`config.mk`:
```
export PLATFORM = sky130hd
export DESIGN_NAME = sbpf_update
export DESIGN_NICKNAME = d
export VERILOG_FILES = /design/src/rtl/sbpf_pkg.sv /design/src/rtl/sbpf_update.sv
export SDC_FILE = /design/constraint.sdc
export NUM_CORES = 1
export LEC_CHECK = 0
export ABC_AREA = 1
export BUFFER_PORTS_ARGS = -buffer_cell sky130_fd_sc_hd__buf_2
export CORE_ASPECT_RATIO = 0.5
export CORE_MARGIN = 5
export CORE_UTILIZATION = 30
export DETAILED_ROUTE_END_ITERATION = 10
export PLACE_DENSITY = 0.46
export SLEW_MARGIN = 15
export SYNTH_ARGS = -nofsm -noshare
export SYNTH_HDL_FRONTEND = slang
export SYNTH_SLANG_ARGS = --single-unit
```
`constraint.sdc`:
```
create_clock -name vclk -period 6.6
set_input_delay 0.66 -clock vclk [all_inputs]
set_output_delay 0.66 -clock vclk [all_outputs]
set_load 0.02 [all_outputs]
```
`src/rtl/sbpf_pkg.sv`:
```
`default_nettype none

package sbpf_pkg;

	localparam int NUM_BINS  = 75;
	localparam int BIN_W     = 7;
	localparam int LEVEL_W   = 8;
	localparam int SEL_W     = 3;
	localparam int BAR_W     = 16;
	localparam int SPEED_W   = 24;
	localparam int GROW_W    = 9;
	localparam int CFG_IDX_W = 2;
	// bin index into the store, and a bin width that can hold NUM_BINS itself
	localparam int IDX_W     = (NUM_BINS > 1) ? $clog2(NUM_BINS) : 1;
	localparam int BIN_EXT_W = 9;

	localparam logic [SPEED_W-1:0] SPEED_RESTART = 24'd655;
	localparam logic [SPEED_W-1:0] SPEED_MAX     = 24'hFFFFFF;

	localparam logic [CFG_IDX_W-1:0] REG_BAR_SEL  = 2'd0;
	localparam logic [CFG_IDX_W-1:0] REG_PEAK_SEL = 2'd1;

	typedef struct packed {
		logic [SPEED_W-1:0] speed;
		logic [BAR_W-1:0]   peak;
		logic [BAR_W-1:0]   bar;
	} bin_state_t;

	// bar fall step, Q8.8; selectors above 4 act as 4
	function automatic logic [BAR_W-1:0] bar_step(input logic [SEL_W-1:0] sel);
		logic [BAR_W-1:0] r;
		case (sel)
			3'd0:    r = 16'd87;
			3'd1:    r = 16'd128;
			3'd2:    r = 16'd256;
			3'd3:    r = 16'd333;
			default: r = 16'd410;
		endcase
		return r;
	endfunction

	// peak speed growth factor, Q1.8
	function automatic logic [GROW_W-1:0] growth(input logic [SEL_W-1:0] sel);
		logic [GROW_W-1:0] r;
		case (sel)
			3'd0:    r = 9'd307;
			3'd1:    r = 9'd333;
			3'd2:    r = 9'd358;
			3'd3:    r = 9'd384;
			default: r = 9'd410;
		endcase
		return r;
	endfunction

endpackage

`default_nettype wire

```
`src/rtl/sbpf_update.sv`:
```
`default_nettype none

module sbpf_update (
	input  wire sbpf_pkg::bin_state_t        cur,
	input  wire logic [sbpf_pkg::LEVEL_W-1:0] level,
	input  wire logic [sbpf_pkg::SEL_W-1:0]   bar_sel,
	input  wire logic [sbpf_pkg::SEL_W-1:0]   peak_sel,
	output sbpf_pkg::bin_state_t             nxt
);
	import sbpf_pkg::*;

	logic [BAR_W-1:0]           lvl16;
	logic [BAR_W-1:0]           step;
	logic [BAR_W-1:0]           new_bar;
	logic [SPEED_W-1:0]         wide;
	logic [BAR_W-1:0]           dec_peak;
	logic [BAR_W-1:0]           flr_peak;
	logic [SPEED_W+GROW_W-1:0]  prod;
	logic [SPEED_W:0]           grown;
	logic [SPEED_W-1:0]         sat_speed;
	logic                       rise;
	logic [SPEED_W-1:0]         diff;

	always_comb begin
		lvl16   = {level, 8'h00};
		step    = bar_step(bar_sel);
		rise    = lvl16 > cur.bar;
		if (rise) begin
			new_bar = lvl16;
		end else if (cur.bar > step) begin
			new_bar = cur.bar - step;
		end else begin
			new_bar = '0;
		end

		// peak decay in Q8.16, truncated back to Q8.8, floored at the bar
		wide = {cur.peak, 8'h00};
		diff = wide - cur.speed;
		dec_peak = (wide > cur.speed) ? diff[SPEED_W-1:8] : '0;
		flr_peak = (dec_peak < new_bar) ? new_bar : dec_peak;

		prod      = (SPEED_W+GROW_W)'(cur.speed) * (SPEED_W+GROW_W)'(growth(peak_sel));
		grown     = prod[SPEED_W+GROW_W-1:8];
		sat_speed = grown[SPEED_W] ? SPEED_MAX : grown[SPEED_W-1:0];

		nxt.bar = new_bar;
		if (rise && new_bar > cur.peak) begin
			nxt.peak  = new_bar;
			nxt.speed = SPEED_RESTART;
		end else if (cur.peak == '0) begin
			nxt.peak  = cur.peak;
			nxt.speed = cur.speed;
		end else begin
			nxt.peak  = flr_peak;
			nxt.speed = sat_speed;
		end
	end

endmodule

`default_nettype wire

```
==> impl_metrics.json <==
{
  "grt_pass1_wl_um": 56900,
  "drc_errors": 0,
  "placed_cells": 2074,
  "grtUsageTotal_pct": 19.52,
  "crit_family": "adder cells",
  "min_path_type": "input pin to output port",
  "postRouteAntennaNets": 0,
  "synth-compound-area-share_pct": 11.58,
  "ios": 126,
  "initial_core_util_pct": 30.50,
  "vias": 10100,
  "synthSimpleGateAreaFrac_pct": 23.93,
  "fin_tns_setup_ns": 0,
  "design.seq.count": 0,
  "cp_slowest_stage_delay_ns": 0.49,
  "synthMuxAreaShare_pct": 0,
  "whs_ns": 1.714,
  "power.leakage_nw": 6.739,
  "maxSlewViolCount": 0,
  "synth_area_leaders": "fa_1 (32%), ha_1 (14%), inv_1 (13%)",
  "finalHoldViolCount": 0,
  "drive_gt1_share_pct": 24.01,
  "finalWirelength_um": 36350,
  "synth.most_common_cell": "inv_1",
  "path_buf_inv": 12,
  "synth_xor_area_share_pct": 3.525,
  "synth_area_um2": 9689,
  "yosysUniqueCellTypes": 46,
  "layout.nets": 2001,
  "grt-ovfl-total": 0,
  "grt_pass1_vias": 10480,
  "synth_top_family_by_area": "adder cells",
  "antenna_cells": 0,
  "fin_crit_sh_pct": 97.25,
  "core_area_um2": 31770,
  "place_hpwl_um": 31000,
  "timing.max_cap.violations": 0,
  "synth_fp_nets": 1762,
  "clkbuf_count": 0,
  "rsz0062_at_grt": "yes",
  "synth_top_area_share_pct": 32.02,
  "syn_inst": 1425,
  "antenna_found_initial": 0,
  "synth_warnings": 0,
  "crit_arrival_ns": 5.76,
  "ys_seq_area_share_pct": 0,
  "die-area_um2": 36210,
  "grt_max_degree": 20,
  "fin_crit_ns": 6.419,
  "synth_area_per_cell_um2": 6.800,
  "relSlewSlack_pct": 40.88,
  "crit_required_ns": 5.94,
  "drt-pass1-iter-count": 5,
  "seqCellArea_um2": 0,
  "numPortBuffers": 126,
  "power-per-cell-area_nw_per_um2": 555.2,
  "path_max_fanout": 7,
  "worst_pin_slew_ns": 0.8846,
  "synth_common_cells": "inv_1 (323), nor2_1 (223), nand2_1 (218)",
  "syn2layout_area_growth_pct": 30.46,
  "die_y_um": 137.1,
  "crit_top_cell": "nand2_2",
  "drt-initial-drc-count": 645,
  "max_freq_ghz": 0.1558,
  "synth_top_area_cell": "fa_1",
  "setup_viol": 0,
  "ir_worst_vdd_uv": 483.5,
  "endpoint_kind": "output port",
  "wl_per_cell_um": 17.36,
  "worst_slack_ns": 0.1813,
  "synthAdderAreaFrac_pct": 46.49,
  "outcome": "completed",
  "gp_congestion": 0.9165,
  "worst-setup-path-type": "input pin to output port",
  "fp-row-count": 46,
  "cp_slowest_cell": "fa_1",
  "die_x_um": 264.2,
  "vias_per_cell": 4.821,
  "fin_cells": 2094,
  "power.total_mw": 7.019,
  "post-place-ws_ns": -0.2341,
  "start_kind": "input pin"
}
## power breakdown
group	switching [mW]	internal (mW)	leakage, nW
Clock	0	0	0
Sequential	0	0	0
Combinational	3.96	3.06	6.74
## layout make-up
type / count / area, um^2
inverter: 342 / 1292
tap: 432 / 540.5
fill: 3437 / 19130
timing repair buffer: 260 / 1872
multi-input combinational: 1060 / 8936
## tightest hold or removal path: cells and delay by family
family	cells	cell delay (ns)
buf+inv	2	0.25
compound gates	1	0.08
simple gates	1	0.05
## through the flow
stage               util, %  area [um^2]
floorplan                 -         9689
global placement      36.79        11690
detailed placement    36.79        11690
CTS                   37.62        11950
global route          39.79        12640
finish                39.79        12640
## cell usage in the layout, fill, tap and decap left out, types with 3 or more instances in the layout
| cell type | synthesis | routed |
|---|---|---|
| clkinv_1 | 9 | 9 |
| o211ai_1 | 3 | 3 |
| nand3_1 | 59 | 58 |
| buf_6 | 2 | 8 |
| buf_2 | 2 | 114 |
| o22ai_2 | 0 | 3 |
| a21oi_4 | 0 | 4 |
| nor3_2 | 1 | 3 |
| nand2_4 | 2 | 5 |
| o21a_1 | 11 | 11 |
| o21ai_2 | 1 | 4 |
| nand2_2 | 8 | 24 |
| buf_12 | 0 | 9 |
| xnor2_1 | 11 | 10 |
| ha_1 | 112 | 94 |
| nor2_4 | 1 | 21 |
| o22ai_1 | 12 | 9 |
| nor2_1 | 223 | 194 |
| inv_2 | 10 | 20 |
| o21ai_0 | 32 | 28 |
| ha_4 | 0 | 16 |
| nand4_1 | 21 | 21 |
| nor2_2 | 2 | 11 |
| a31oi_1 | 5 | 5 |
| buf_4 | 0 | 125 |
| a21oi_1 | 96 | 82 |
| fa_1 | 155 | 154 |
| inv_1 | 323 | 311 |
| xor2_1 | 28 | 28 |
| a21oi_2 | 0 | 10 |
| o221ai_1 | 4 | 3 |
| nand2_1 | 218 | 199 |
| nor3_1 | 10 | 8 |
| nor4_1 | 6 | 4 |
| o21ai_1 | 20 | 20 |
| or2_2 | 3 | 3 |
## worst paths after layout
path        start       to  slack, ns  cells past startpoint
max   peak_sel[2]  nxt[51]       0.18                     33
min       cur[41]  nxt[41]       1.71                      4
## repair_timing
item / 4_1_cts / 5_1_grt
endpoints found under the hold margin: 0 / 0
buffers inserted: 5 / 11
hold buffers: 0 / 0
pin swaps: 9 / 69
gates cloned: 1 / 3
gates resized for setup: 41 / 130
endpoints found under the setup margin: 24 / 26
## metal layers
layer / up-vias / global-route usage [%] / routed length, um
met5: - / 0 / 0
met2: 209 / 33.68 / 16950
li1: 4902 / - / -
met1: 4956 / 27.44 / 17460
met3: 29 / 1.850 / 1371
met4: 0 / 2.900 / 571
## cells by family (layout without fill, tap and decap cells)
family | after synthesis | count (layout)
AOI/OAI and AO/OA | 197 | 197
and+or+nand+nor | 557 | 557
buffers and inverters | 365 | 602
adders and majority gates | 267 | 267
xor gates and xnor gates | 39 | 39
Note: power is estimated with default switching activity, not from simulation.
